<file path="src/design/tre_pkg.sv">
// Shared types, widths and opcode codes of the two-register machine execute unit.
// No dependencies.
`default_nettype none
package tre_pkg;

   localparam int DATA_WIDTH  = 32;
   localparam int SHIFT_WIDTH = $clog2(DATA_WIDTH);
   localparam int COUNT_WIDTH = $clog2(DATA_WIDTH + 1);
   localparam int KIND_WIDTH  = 7;
   localparam int CSR_WIDTH   = 8;

   localparam logic [KIND_WIDTH-1:0] OP_ICX  = 7'd1;
   localparam logic [KIND_WIDTH-1:0] OP_ICY  = 7'd2;
   localparam logic [KIND_WIDTH-1:0] OP_ADX  = 7'd3;
   localparam logic [KIND_WIDTH-1:0] OP_ADY  = 7'd4;
   localparam logic [KIND_WIDTH-1:0] OP_SUX  = 7'd5;
   localparam logic [KIND_WIDTH-1:0] OP_SUY  = 7'd6;
   localparam logic [KIND_WIDTH-1:0] OP_MUX  = 7'd7;
   localparam logic [KIND_WIDTH-1:0] OP_MUY  = 7'd8;
   localparam logic [KIND_WIDTH-1:0] OP_DIX  = 7'd9;
   localparam logic [KIND_WIDTH-1:0] OP_DIY  = 7'd10;
   localparam logic [KIND_WIDTH-1:0] OP_MOX  = 7'd11;
   localparam logic [KIND_WIDTH-1:0] OP_MOY  = 7'd12;
   localparam logic [KIND_WIDTH-1:0] OP_TVF  = 7'd13;
   localparam logic [KIND_WIDTH-1:0] OP_TVX  = 7'd15;
   localparam logic [KIND_WIDTH-1:0] OP_TVY  = 7'd16;
   localparam logic [KIND_WIDTH-1:0] OP_PPX  = 7'd17;
   localparam logic [KIND_WIDTH-1:0] OP_PPY  = 7'd18;
   localparam logic [KIND_WIDTH-1:0] OP_MPX  = 7'd19;
   localparam logic [KIND_WIDTH-1:0] OP_MPY  = 7'd20;
   localparam logic [KIND_WIDTH-1:0] OP_DMX  = 7'd21;
   localparam logic [KIND_WIDTH-1:0] OP_DMY  = 7'd22;
   localparam logic [KIND_WIDTH-1:0] OP_DPX  = 7'd23;
   localparam logic [KIND_WIDTH-1:0] OP_DPY  = 7'd24;
   localparam logic [KIND_WIDTH-1:0] OP_XVY  = 7'd25;
   localparam logic [KIND_WIDTH-1:0] OP_YVX  = 7'd26;
   localparam logic [KIND_WIDTH-1:0] OP_XVT  = 7'd27;
   localparam logic [KIND_WIDTH-1:0] OP_YVT  = 7'd28;
   localparam logic [KIND_WIDTH-1:0] OP_XVF  = 7'd29;
   localparam logic [KIND_WIDTH-1:0] OP_YVF  = 7'd30;
   localparam logic [KIND_WIDTH-1:0] OP_MVX  = 7'd31;
   localparam logic [KIND_WIDTH-1:0] OP_MVY  = 7'd32;
   localparam logic [KIND_WIDTH-1:0] OP_RDM  = 7'd33;
   localparam logic [KIND_WIDTH-1:0] OP_ANX  = 7'd36;
   localparam logic [KIND_WIDTH-1:0] OP_ANY  = 7'd37;
   localparam logic [KIND_WIDTH-1:0] OP_ORX  = 7'd38;
   localparam logic [KIND_WIDTH-1:0] OP_ORY  = 7'd39;
   localparam logic [KIND_WIDTH-1:0] OP_XOX  = 7'd40;
   localparam logic [KIND_WIDTH-1:0] OP_XOY  = 7'd41;
   localparam logic [KIND_WIDTH-1:0] OP_LSX  = 7'd42;
   localparam logic [KIND_WIDTH-1:0] OP_LSY  = 7'd43;
   localparam logic [KIND_WIDTH-1:0] OP_RSX  = 7'd44;
   localparam logic [KIND_WIDTH-1:0] OP_RSY  = 7'd45;
   localparam logic [KIND_WIDTH-1:0] OP_EQX  = 7'd46;
   localparam logic [KIND_WIDTH-1:0] OP_EQY  = 7'd47;
   localparam logic [KIND_WIDTH-1:0] OP_NQX  = 7'd48;
   localparam logic [KIND_WIDTH-1:0] OP_NQY  = 7'd49;
   localparam logic [KIND_WIDTH-1:0] OP_SPX  = 7'd50;
   localparam logic [KIND_WIDTH-1:0] OP_SPY  = 7'd51;
   localparam logic [KIND_WIDTH-1:0] OP_INX  = 7'd52;
   localparam logic [KIND_WIDTH-1:0] OP_INY  = 7'd53;
   localparam logic [KIND_WIDTH-1:0] OP_IEX  = 7'd54;
   localparam logic [KIND_WIDTH-1:0] OP_IEY  = 7'd55;
   localparam logic [KIND_WIDTH-1:0] OP_SEX  = 7'd56;
   localparam logic [KIND_WIDTH-1:0] OP_SEY  = 7'd57;
   localparam logic [KIND_WIDTH-1:0] OP_NOX  = 7'd58;
   localparam logic [KIND_WIDTH-1:0] OP_NOY  = 7'd59;
   localparam logic [KIND_WIDTH-1:0] OP_CNE  = 7'd60;
   localparam logic [KIND_WIDTH-1:0] OP_HALT = 7'd61;
   localparam logic [KIND_WIDTH-1:0] OP_XPP  = 7'd62;
   localparam logic [KIND_WIDTH-1:0] OP_YPP  = 7'd63;
   localparam logic [KIND_WIDTH-1:0] OP_SWX  = 7'd64;
   localparam logic [KIND_WIDTH-1:0] OP_SWY  = 7'd65;
   localparam logic [KIND_WIDTH-1:0] OP_REX  = 7'd66;
   localparam logic [KIND_WIDTH-1:0] OP_REY  = 7'd67;
   localparam logic [KIND_WIDTH-1:0] OP_XMP  = 7'd68;
   localparam logic [KIND_WIDTH-1:0] OP_YMP  = 7'd69;
   localparam logic [KIND_WIDTH-1:0] OP_STX  = 7'd70;
   localparam logic [KIND_WIDTH-1:0] OP_STY  = 7'd71;
   localparam logic [KIND_WIDTH-1:0] OP_LOG  = 7'd72;
   localparam logic [KIND_WIDTH-1:0] OP_IDN  = 7'd73;

   localparam logic [CSR_WIDTH-1:0] CSR_RAM_ID = 8'd0;
   localparam logic [CSR_WIDTH-1:0] CSR_CPU_ID = 8'd1;

   typedef struct packed {
      logic latch;
      logic div_start;
      logic div_step;
      logic commit;
   } dp_cmd_type;

   typedef struct packed {
      logic div_needed;
      logic div_done;
   } dp_sts_type;

endpackage
`default_nettype wire

</file>
<file path="src/design/tre_ctrl.sv">
// Sequencer of the execute unit: handshakes, divider stepping, result register valid.
// Depends on tre_pkg.
`default_nettype none
module tre_ctrl import tre_pkg::*; (
   input  wire        clock,
   input  wire        reset,
   input  wire        req_valid,
   output logic       req_stall,
   output logic       rsp_valid,
   input  wire        rsp_stall,
   input  dp_sts_type sts,
   output dp_cmd_type cmd
);

   typedef enum logic [3:0] {
      ST_IDLE   = 4'b0001,
      ST_LOAD   = 4'b0010,
      ST_DIV    = 4'b0100,
      ST_COMMIT = 4'b1000
   } state_type;

   state_type state_ff, state_in;
   logic      rsp_valid_ff, rsp_valid_in;
   logic      out_free;

   assign out_free  = !rsp_valid_ff || !rsp_stall;
   assign req_stall = (state_ff != ST_IDLE);
   assign rsp_valid = rsp_valid_ff;

   always_comb begin
      state_in     = state_ff;
      rsp_valid_in = rsp_valid_ff && rsp_stall;
      cmd          = '0;
      unique case (state_ff)
         ST_IDLE: begin
            if (req_valid) begin
               cmd.latch = 1'b1;
               state_in  = ST_LOAD;
            end
         end
         ST_LOAD: begin
            if (sts.div_needed) begin
               cmd.div_start = 1'b1;
               state_in      = ST_DIV;
            end else begin
               state_in = ST_COMMIT;
            end
         end
         ST_DIV: begin
            if (sts.div_done) begin
               state_in = ST_COMMIT;
            end else begin
               cmd.div_step = 1'b1;
            end
         end
         ST_COMMIT: begin
            // hold until the result register is free
            if (out_free) begin
               cmd.commit   = 1'b1;
               rsp_valid_in = 1'b1;
               state_in     = ST_IDLE;
            end
         end
         default: begin
            state_in = ST_IDLE;
         end
      endcase
   end

   always_ff @(posedge clock) begin
      if (reset) begin
         state_ff     <= ST_IDLE;
         rsp_valid_ff <= 1'b0;
      end else begin
         state_ff     <= state_in;
         rsp_valid_ff <= rsp_valid_in;
      end
   end

endmodule
`default_nettype wire

</file>
<file path="config.mk">
export PLATFORM = sky130hd
export DESIGN_NAME = tre_ctrl
export DESIGN_NICKNAME = d
export VERILOG_FILES = /design/src/design/tre_pkg.sv /design/src/design/tre_ctrl.sv
export SDC_FILE = /design/constraint.sdc
export NUM_CORES = 1
export LEC_CHECK = 0
export CAP_MARGIN = 20
export CELL_PAD_IN_SITES_DETAIL_PLACEMENT = 2
export CELL_PAD_IN_SITES_GLOBAL_PLACEMENT = 2
export CORE_AREA = 2 2 39 41
export CTS_CLUSTER_DIAMETER = 80
export DETAILED_ROUTE_END_ITERATION = 8
export DIE_AREA = 0 0 41 43
export DONT_BUFFER_PORTS = 1
export PLACE_DENSITY_LB_ADDON = 0.15
export SYNTH_ARGS = -nofsm -noshare
export SYNTH_HDL_FRONTEND = slang
export SYNTH_SLANG_ARGS = --single-unit
</file>
<file path="constraint.sdc">
create_clock -name clock -period 1.6 [get_ports clock]
set_clock_uncertainty 0.15 [all_clocks]
set_input_delay 0.32 -clock clock [delete_from_list [all_inputs] [get_ports clock]]
set_output_delay 0.32 -clock clock [all_outputs]
set_load 0.03 [all_outputs]
</file>
# Word-level counts from Yosys, hierarchy flattened
# Cells that the tools add are included.
totals:
  word_cells: 30
  output_inout_bits: 6
  regBits: 5
  inputBits: 6
op_classes:
  n_reduce_logical: 5
  n_eq_ne: 8
  n_mux: 15
ops:
  columns: ["cell", "n"]
  rows:
  - ["$mux 4", 4]
  - ["$pmux 4 s4", 1]
  - ["$mux 1", 10]
  - ["$ne 2x2->1 const B", 3]
  - ["$eq 4x1->1 const B", 1]
  - ["$eq 4x2->1 const B", 1]
  - ["$eq 4x3->1 const B", 1]
  - ["$eq 4x4->1 const B", 1]
  - ["$ne 4x1->1 const B", 1]
  - ["$reduce_and 3->1", 1]
  - ["$logic_not 1->1", 2]
  - ["$logic_and 1x1->1", 1]
  - ["$logic_or 1x1->1", 1]

# Longest topological paths before layout
# Gate-level depths: netlist of run 1.
depth:
  depth_word: 4
  depth_mapped: 3
  ltp_nobuf: 3

# Worst setup path after synthesis of run 1
# OpenSTA, ideal clock, no wires.
synth_path:
  path_type: "reg2out"
  start: "reg state_ff[2]"
  end: "out cmd[1] (netlist bit)"
  stages_incl_launch_ff: 3
  setup_slack_ns: -0.399
  path_buffers: 0
  t_required_ns: 1.130
  t_arrival_ns: 1.529
  path_cell_list: "dfxtp_1 or3b_2 nor3_1"
synth_rtl:
  columns: ["element", "line", "rtl"]
  rows:
  - ["from (decl)", "tre_ctrl.sv:22", "state_type state_ff, state_in;"]
  - ["from (signal assigned)", "tre_ctrl.sv:75", "state_ff <= state_in;"]
  - ["to (decl)", "tre_ctrl.sv:12", "output dp_cmd_type cmd"]

==> out/qor.yml, run 1 <==
outcome:
  status: "finished, violations left"
  violations: "setup timing"
sta:
  max_freq_mhz: 542
  tightest_slew_ns: 0.254
  slew_headroom_pct: 83.0
  finalCritPeriodShare_pct: 115
  setup_viol: 5
  setup_ws_ns: -0.246
  maxSlewViolCount: 0
  period_needed_ns: 1.85
  rsz0062_at_grt: "yes"
  hold_viol_final: 0
detailed_routing:
  first_iter_violations: 1
  vias: 301
  ant_nets: 0
  post-route-drc-count: 0
  first_pass_iters: 2
  route.detailed.wl_per_inst_um: 15.9
  vias_per_cell: 4.93
  drt_wl_total_um: 967
global_route:
  grt_first_pass_wirelength_um: 1630
  grt-busiest-layer: "met2"
  grt_pass1_vias: 330
  grt.met1_usage_pct: 15.4
  antenna_found_initial: 0
  grt_usage_pct: 15.1
  met2_usage_pct: 22.2
  grt.overflow.total: 0
  grt_max_degree: 8
  use_met3_pct: 7.33
finish:
  drive_gt1_share_pct: 68.9
  post-route-util_pct: 34.6
  fin_cells: 61
  diodes: 0
  final_cell_mix: "buf_4, a21oi_1, clkbuf_4, dfxtp_2"
  nNetsFinal: 52
  layout_commonest_cell: "buf_4"
  nFillCells: 161
  area_growth_pct: 74.1
setup_path:
  critPathKind: "reg2out"
  worstPathRequired_ns: 1.13
  start_kind: "register"
  arrival_ns: 1.38
  cp-end-kind: "output port"
  cp_max_fo: 3
placed_design:
  dp_hpwl_um: 798
  port_buffers: 0
  gp_congestion: 0.719
  pre_cts_ws_ns: -0.0374
  dp_cells: 55
pwr:
  p_clk_share_pct: 43.8
  power.switching_mw: 0.103
  pwr_density_cell_nw_per_um2: 744
  pwr-share-seq_pct: 37.4
  p_leak_nw: 0.186
  p_int_mw: 0.254
  swShare_pct: 28.8
  ir_drop_uv: 279
  p_comb_share_pct: 18.9
  power_mw: 0.356
clocking:
  cts-root-buf: "clkbuf_4"
  cts-buffers-inserted: 3
  clock_latency_ns: 0.25
  cts_max_level: 1
  path_clk_slew_ns: 0.05
  cts_tree: "built"
  clockBufferDepth: 2
  cts.sinks: 5
logic_synthesis:
  synth_cells: 29
  synthesis.area_um2: 275
  ys_seq_area_share_pct: 36.4
  synthDistinctLibCells: 19
  synth_area_per_cell_um2: 9.49
  synth-seq-cells: 5
  syn_nets: 35
  yosys_warnings: 0
die:
  io_pins: 12
  die_h_um: 43
  dieWidth_um: 41
  start_util_pct: 19.9
  rows: 14
  core_area_um2: 1380
  dieArea_um2: 1760
flow_run:
  maxCapViolCount: 0
hold_path:
  hp-class: "in2reg"
through the flow:
stage          TNS [ns]  area, um2  hold slack [ns]
2_1_floorplan   -0.0844        314            0.239
3_3_place_gp    -0.0245        422            0.243
3_5_place_dp    -0.0374        422            0.246
4_1_cts           -1.17        479           0.0162
5_1_grt           -1.24        479           0.0157
6_report          -1.01        479           0.0228
worst max-delay path: stages (launching register included):
cell and delay [ns]:
dfxtp_2 0.32, or4_4 0.55, a21oi_4 0.25
sequential cells by signal (all words and copies together), names as in the netlist:
name,flops
rsp_valid,1
state_ff,4
per-layer routing:
layer / share of wire [%] / routed length [um]
met1: 37 / 353
met2: 53 / 511
met3: 7.0 / 68
met4: 3.6 / 35
met5: 0 / 0
power groups by stage:
stage	clock network, mW	registers, mW	logic [mW]
after floorplan	0	0.138	0.0396
after detailed placement	0	0.136	0.0621
after global routing	0.174	0.133	0.0729
after CTS	0.164	0.133	0.0686
after global placement	0	0.136	0.0602
final	0.156	0.133	0.0672
path summary, 6_finish.rpt:
path                    start          end  slack, ns  cells past startpoint
setup / recovery  state_ff[0]       cmd[0]      -0.25                      2
setup reg to reg  state_ff[3]  state_ff[0]       0.07                      4
hold / removal          reset  state_ff[3]       0.02                      1
hold reg to reg   state_ff[2]  state_ff[0]       0.46                      2
synth_stat cells, drive strengths merged:
library cell | count | area (um2)
o32ai | 1 | 16.3
nor2 | 3 | 11.3
nand2 | 1 | 3.75
nor3 | 3 | 26.3
a31oi | 1 | 6.26
or4b | 1 | 13.8
and4b | 1 | 11.3
a21oi | 4 | 20.0
o21ai | 1 | 5.00
or4 | 1 | 11.3
inv | 2 | 7.50
and3b | 1 | 8.76
nand3b | 1 | 7.51
or3 | 1 | 7.51
or3b | 1 | 8.76
a211o | 1 | 10.0
dfxtp | 5 | 100
cell families after synthesis:
family	after synthesis	synth area share [%]
DFF	5	36.4
buffers and inverters	2	2.72
and+or+nand+nor	14	40.0
AOI/OAI and AO/OA	8	20.9
final cells by class:
cell class / instances / area (um2) / share of cell area [%]
well taps: 16 / 20.0 / 4.18
repair buffers: 12 / 113 / 23.5
clock buffers: 4 / 26.3 / 5.48
flip-flops and latches: 5 / 108 / 22.5
inverters: 2 / 7.51 / 1.57
multi-input cells: 22 / 205 / 42.8
timing repair:
action                                 4_1_cts  5_1_grt
hold buffers                                 1        0
setup buffers                                1        0
resized for setup                            5        0
pin swaps                                    3        1
setup endpoints to repair                    5        6
endpoints found under the hold margin        2        0
Power figures use the tool's default switching activity.
==> inputs of run 2 (changes only) <==
--- a/config.mk
+++ b/config.mk
@@ -13,7 +13,7 @@
 export DETAILED_ROUTE_END_ITERATION = 8
 export DIE_AREA = 0 0 41 43
 export DONT_BUFFER_PORTS = 1
-export PLACE_DENSITY_LB_ADDON = 0.15
+export PLACE_DENSITY = 0.56
 export SYNTH_ARGS = -nofsm -noshare
 export SYNTH_HDL_FRONTEND = slang
 export SYNTH_SLANG_ARGS = --single-unit
==> constraint.sdc (replaced) <==
create_clock -name clock -period 1.6 [get_ports clock]
set_clock_uncertainty 0.15 [all_clocks]
set_input_delay 0.16 -clock clock [delete_from_list [all_inputs] [get_ports clock]]
set_output_delay 0.16 -clock clock [all_outputs]
set_load 0.03 [all_outputs]
==> run 2 against run 1 <==
The run ends with hold timing, setup timing left. Clock-buffer cell count did not move. Sequential share of layout area fell by 0.60 points. Fmax rose by 5.4%. Global-route usage rose by 0.15 points. Critical path depth rose by 1. Register-to-register slack got worse by 0.02 ns. Critical path type unchanged. Largest cell class unchanged. Routed wire length rose by 4.2%.
==> out/qor.yml, run 2 (synthesized netlist as in run 1, its figures left out) <==
setup_path:
  r2r_slack_ns: 0.05
  arrival_ns: 1.44
  cp-end-kind: "output port"
  crit_slowest_cell: "or4_4"
  critPathKind: "reg2out"
  start_kind: "register"
  slowest_delay_ns: 0.57
  cp_max_fo: 6
  critPathBufInv: 1
  worstPathRequired_ns: 1.29
  cpLargestDelayFamily: "simple AND/OR/NAND/NOR gates"
  cp_cell_sequence: "or4_4 -> a21oi_2 -> buf_6"
detailed_routing:
  ant_nets: 0
  vias: 326
  first_iter_violations: 5
  route.detailed.wl_per_inst_um: 15.3
  drt_wl_total_um: 1010
  first_pass_iters: 3
  post-route-drc-count: 0
  vias_per_cell: 4.94
finish:
  final_cell_mix: "buf_4, dlygate4sd3_1, a21oi_1, clkbuf_4, buf_6"
  nNetsFinal: 57
  regMostFlops: "state_ff"
  area_growth_pct: 80.9
  largest_register_ffs: 4
  drive_gt1_share_pct: 62.0
  final_area_um2: 498
  diodes: 0
  layout_commonest_cell: "buf_4"
die:
  io_pins: 12
  rows: 14
  die_h_um: 43
  dieArea_um2: 1760
  core_area_um2: 1380
  start_util_pct: 19.9
  dieWidth_um: 41
sta:
  tightest_slew_ns: 0.268
  hold_viol_final: 1
  holdWs_ns: -0.0267
  maxSlewViolCount: 0
  finalCritPeriodShare_pct: 109
  period_needed_ns: 1.75
  rsz0062_at_grt: "yes"
  max_freq_mhz: 571
  setup_viol: 4
  slew_headroom_pct: 82.1
  setup_ws_ns: -0.152
placed_design:
  gp_congestion: 0.716
  dp_hpwl_um: 602
  dpl_cell_area_um2: 359
  port_buffers: 0
outcome:
  violations: "hold timing, setup timing"
  status: "finished, violations left"
clocking:
  path_clk_slew_ns: 0.05
  cts-root-buf: "clkbuf_4"
  cts-buffers-inserted: 3
  cts_tree: "built"
  clockBufferDepth: 2
  clock_latency_ns: 0.26
  ctsHoldBuffers: 4
  cts.sinks: 5
  cts_max_level: 1
flow_run:
  maxCapViolCount: 0
pwr:
  p_leak_nw: 0.207
  power_mw: 0.370
  pwr_density_cell_nw_per_um2: 743
  ir_drop_uv: 308
global_route:
  grt_usage_pct: 15.3
  antenna_found_initial: 0
  grt_max_degree: 8
  grt.overflow.total: 0
  grt_first_pass_wirelength_um: 1610
  grt_pass1_vias: 357
hold_path:
  hp-class: "in2reg"
run 2: cell count changes in the layout (fill, tap and decap cells not counted), sizes merged:
cell and delta:
dlygate4sd3 +3, buf +2
run 2: routing by layer:
metal,vias to the layer above,track usage (%),part of all wire (%)
met5,-,0,0
met4,0,16.0,5.4
met3,5,4.71,5.8
met2,11,22.8,53
met1,158,14.9,36
li1,152,-,-
run 2: metrics by stage:
step | std cells | setup WS (ns) | utilization [%] | TNS [ns]
floorplan | 29 | 0.0111 | - | 0
global placement | 52 | 0.0576 | 25.9 | 0
detailed placement | 52 | 0.0401 | 25.9 | 0
CTS | 65 | -0.154 | 35.4 | -0.401
global route | 66 | -0.205 | 36.0 | -0.598
finish | 66 | -0.152 | 36.0 | -0.363
run 2: final cells by class:
type	instances	area [um2]
well taps	16	20.0
repair buffers	17	149
fillers	160	886
clock buffers	4	26.3
flip-flops and latches	5	109
inverters	2	7.51
multi-input cells	22	186
run 2: path summary, 6_finish.rpt:
check,startpoint,endpoint,depth (start not counted)
setup / recovery,state_ff[0],cmd[0],3
hold / removal,sts[0],state_ff[2],2
setup reg to reg,state_ff[2],state_ff[0],4
hold reg to reg,state_ff[1],state_ff[2],2
run 2: power breakdown:
| part | total (mW) | switching, mW | leakage (nW) | internal [mW] |
|---|---|---|---|---|
| combinational | 0.0802 | 0.0377 | 0.151 | 0.0425 |
| clock | 0.155 | 0.0601 | 0.0150 | 0.0948 |
| sequential | 0.135 | 0.00695 | 0.0419 | 0.128 |
run 2: repair_timing:
item,CTS,global route
endpoints found under the hold margin,5,1
buffers inserted,5,1
endpoints found under the setup margin,4,5
gates resized for setup,10,0
pin swaps,0,1
==> inputs of run 3 (changes only) <==
--- a/config.mk
+++ b/config.mk
@@ -14,6 +14,7 @@
 export DIE_AREA = 0 0 41 43
 export DONT_BUFFER_PORTS = 1
 export PLACE_DENSITY = 0.56
+export SETUP_SLACK_MARGIN = 0.15
 export SYNTH_ARGS = -nofsm -noshare
 export SYNTH_HDL_FRONTEND = slang
 export SYNTH_SLANG_ARGS = --single-unit
==> run 3 against run 2 <==
The flow finishes with violations (setup timing). Global-route usage fell by 2.1 points. Core utilization increased by 0.090 points. Worst setup slack better by 0.037 ns. Cell count decreased by 4.5%. Clock power down 6%. Sequential power hardly changed.
==> out/qor.yml, run 3 (synthesized netlist as in run 1, its figures left out) <==
sta:
  setup_ws_ns: -0.115
  maxSlewViolCount: 0
  slew_headroom_pct: 76.3
  max_freq_mhz: 583
  rsz0062_at_grt: "yes"
  hold_viol_final: 0
  period_needed_ns: 1.71
  finalCritPeriodShare_pct: 107
  setup_viol: 4
  tightest_slew_ns: 0.354
  holdWs_ns: 0.0785
global_route:
  grt.overflow.total: 0
  grt_first_pass_wirelength_um: 1480
  grt_usage_pct: 13.2
  grt_pass1_vias: 340
  grt_max_degree: 9
  antenna_found_initial: 0
detailed_routing:
  post-route-drc-count: 0
  route.detailed.wl_per_inst_um: 15.7
  vias: 321
  first_iter_violations: 0
  vias_per_cell: 5.10
  drt_wl_total_um: 991
  first_pass_iters: 1
  ant_nets: 0
placed_design:
  dp_cells: 48
  dp_hpwl_um: 633
  port_buffers: 0
  gp_congestion: 0.801
  pre_cts_ws_ns: 0.0920
outcome:
  status: "finished, violations left"
  violations: "setup timing"
setup_path:
  critPathKind: "reg2out"
  r2r_slack_ns: 0.06
  r2r_end: "state_ff[3]"
  r2r_cells: 3
  start_kind: "register"
  arrival_ns: 1.40
  worstPathRequired_ns: 1.29
  cp_max_fo: 6
  r2r-start: "state_ff[0]"
  cp-end-kind: "output port"
finish:
  layout_commonest_cell: "buf_4"
  final-seq-area_um2: 113
  post-route-util_pct: 36.1
  drive_gt1_share_pct: 63.8
  multiInputGateArea_um2: 205
  area_growth_pct: 81.4
  regMostFlops: "state_ff"
  nNetsFinal: 54
  largest_register_ffs: 4
  fin_cells: 63
  nFillCells: 153
  diodes: 0
  final_cell_mix: "buf_4, a21oi_1, clkbuf_4, dfxtp_4"
pwr:
  pwr_density_cell_nw_per_um2: 711
  p_leak_nw: 0.206
  ir_drop_uv: 317
hold_path:
  hp-class: "in2reg"
  hold_depth: 3
  min_to: "state_ff[2]"
  min-delay-start: "sts[0]"
die:
  dieWidth_um: 41
  dieArea_um2: 1760
  die_h_um: 43
  io_pins: 12
  core_area_um2: 1380
  rows: 14
  start_util_pct: 19.9
clocking:
  clock_latency_ns: 0.24
  cts_tree: "built"
  cts_max_level: 1
  cts.sinks: 5
  cts-buffers-inserted: 3
  path_clk_slew_ns: 0.05
  clockBufferDepth: 2
  cts-root-buf: "clkbuf_4"
flow_run:
  maxCapViolCount: 0
==> run 3: cell count changes in the layout (fill, tap and decap cells not counted) <==
| cell | change |
|---|---|
| dfxtp_1 | -1 |
| dfxtp_4 | +1 |
| buf_6 | -1 |
| a21oi_4 | +1 |
| nor3_4 | +1 |
| a21oi_2 | -1 |
| dlymetal6s4s_1 | +2 |
| buf_4 | -2 |
| nor3_1 | -1 |
| dlygate4sd3_1 | -2 |
==> run 3: how the worst max path moves through the flow <==
stage                start  endpoint  slack (ns)  cells past startpoint
4_1_cts        state_ff[3]    cmd[0]       -0.14                      3
3_5_place_dp   state_ff[2]    cmd[1]        0.09                      2
2_1_floorplan  state_ff[2]    cmd[3]        0.09                      2
5_1_grt        state_ff[3]    cmd[0]       -0.16                      3
3_3_place_gp   state_ff[1]    cmd[1]        0.12                      2
6_report       state_ff[0]    cmd[0]       -0.11                      2
==> run 3: worst max-delay path, cell delays in order, from the launching register on <==
cell and delay, ns:
dfxtp_4 0.36, or4_4 0.56, a21oi_4 0.25
==> run 3: timing repair <==
| item | 4_1_cts | 5_1_grt |
|---|---|---|
| buffers inserted | 5 | 2 |
| endpoints found under the setup margin | 5 | 10 |
| hold endpoints to repair | 5 | 0 |
| pin swaps | 4 | 2 |
| hold buffers | 4 | 0 |
| gates resized for setup | 5 | 4 |
==> run 3: power breakdown <==
| group | total (mW) | switching, mW | internal [mW] |
|---|---|---|---|
| Sequential | 0.134 | 0.00778 | 0.126 |
| Clock | 0.146 | 0.0515 | 0.0943 |
| Combinational | 0.0748 | 0.0374 | 0.0374 |
| Total | 0.355 | 0.0966 | 0.258 |
==> run 3: area by class of cell <==
cell class | instances | area share, %
inverters | 2 | 1.50
well taps | 16 | 4.01
clock buffers | 4 | 5.26
repair buffers | 14 | 25.6
flip-flops and latches | 5 | 22.6
multi-input cells | 22 | 41.1
==> run 3: routing by layer <==
metal / part of all wire, % / track usage [%]
met1: 38 / 13.4
met2: 54 / 22.2
met3: 7.4 / 8.38
met4: 0 / 2.00
met5: 0 / 0
==> run 3: through the flow <==
| stage | instance area [um2] | total power [mW] | setup TNS [ns] |
|---|---|---|---|
| finish | 499 | 0.355 | -0.305 |
| global route | 499 | 0.381 | -0.482 |
| CTS | 473 | 0.352 | -0.406 |
| global placement | 357 | 0.188 | 0 |
| floorplan | 314 | 0.178 | 0 |
| detailed placement | 357 | 0.189 | 0 |
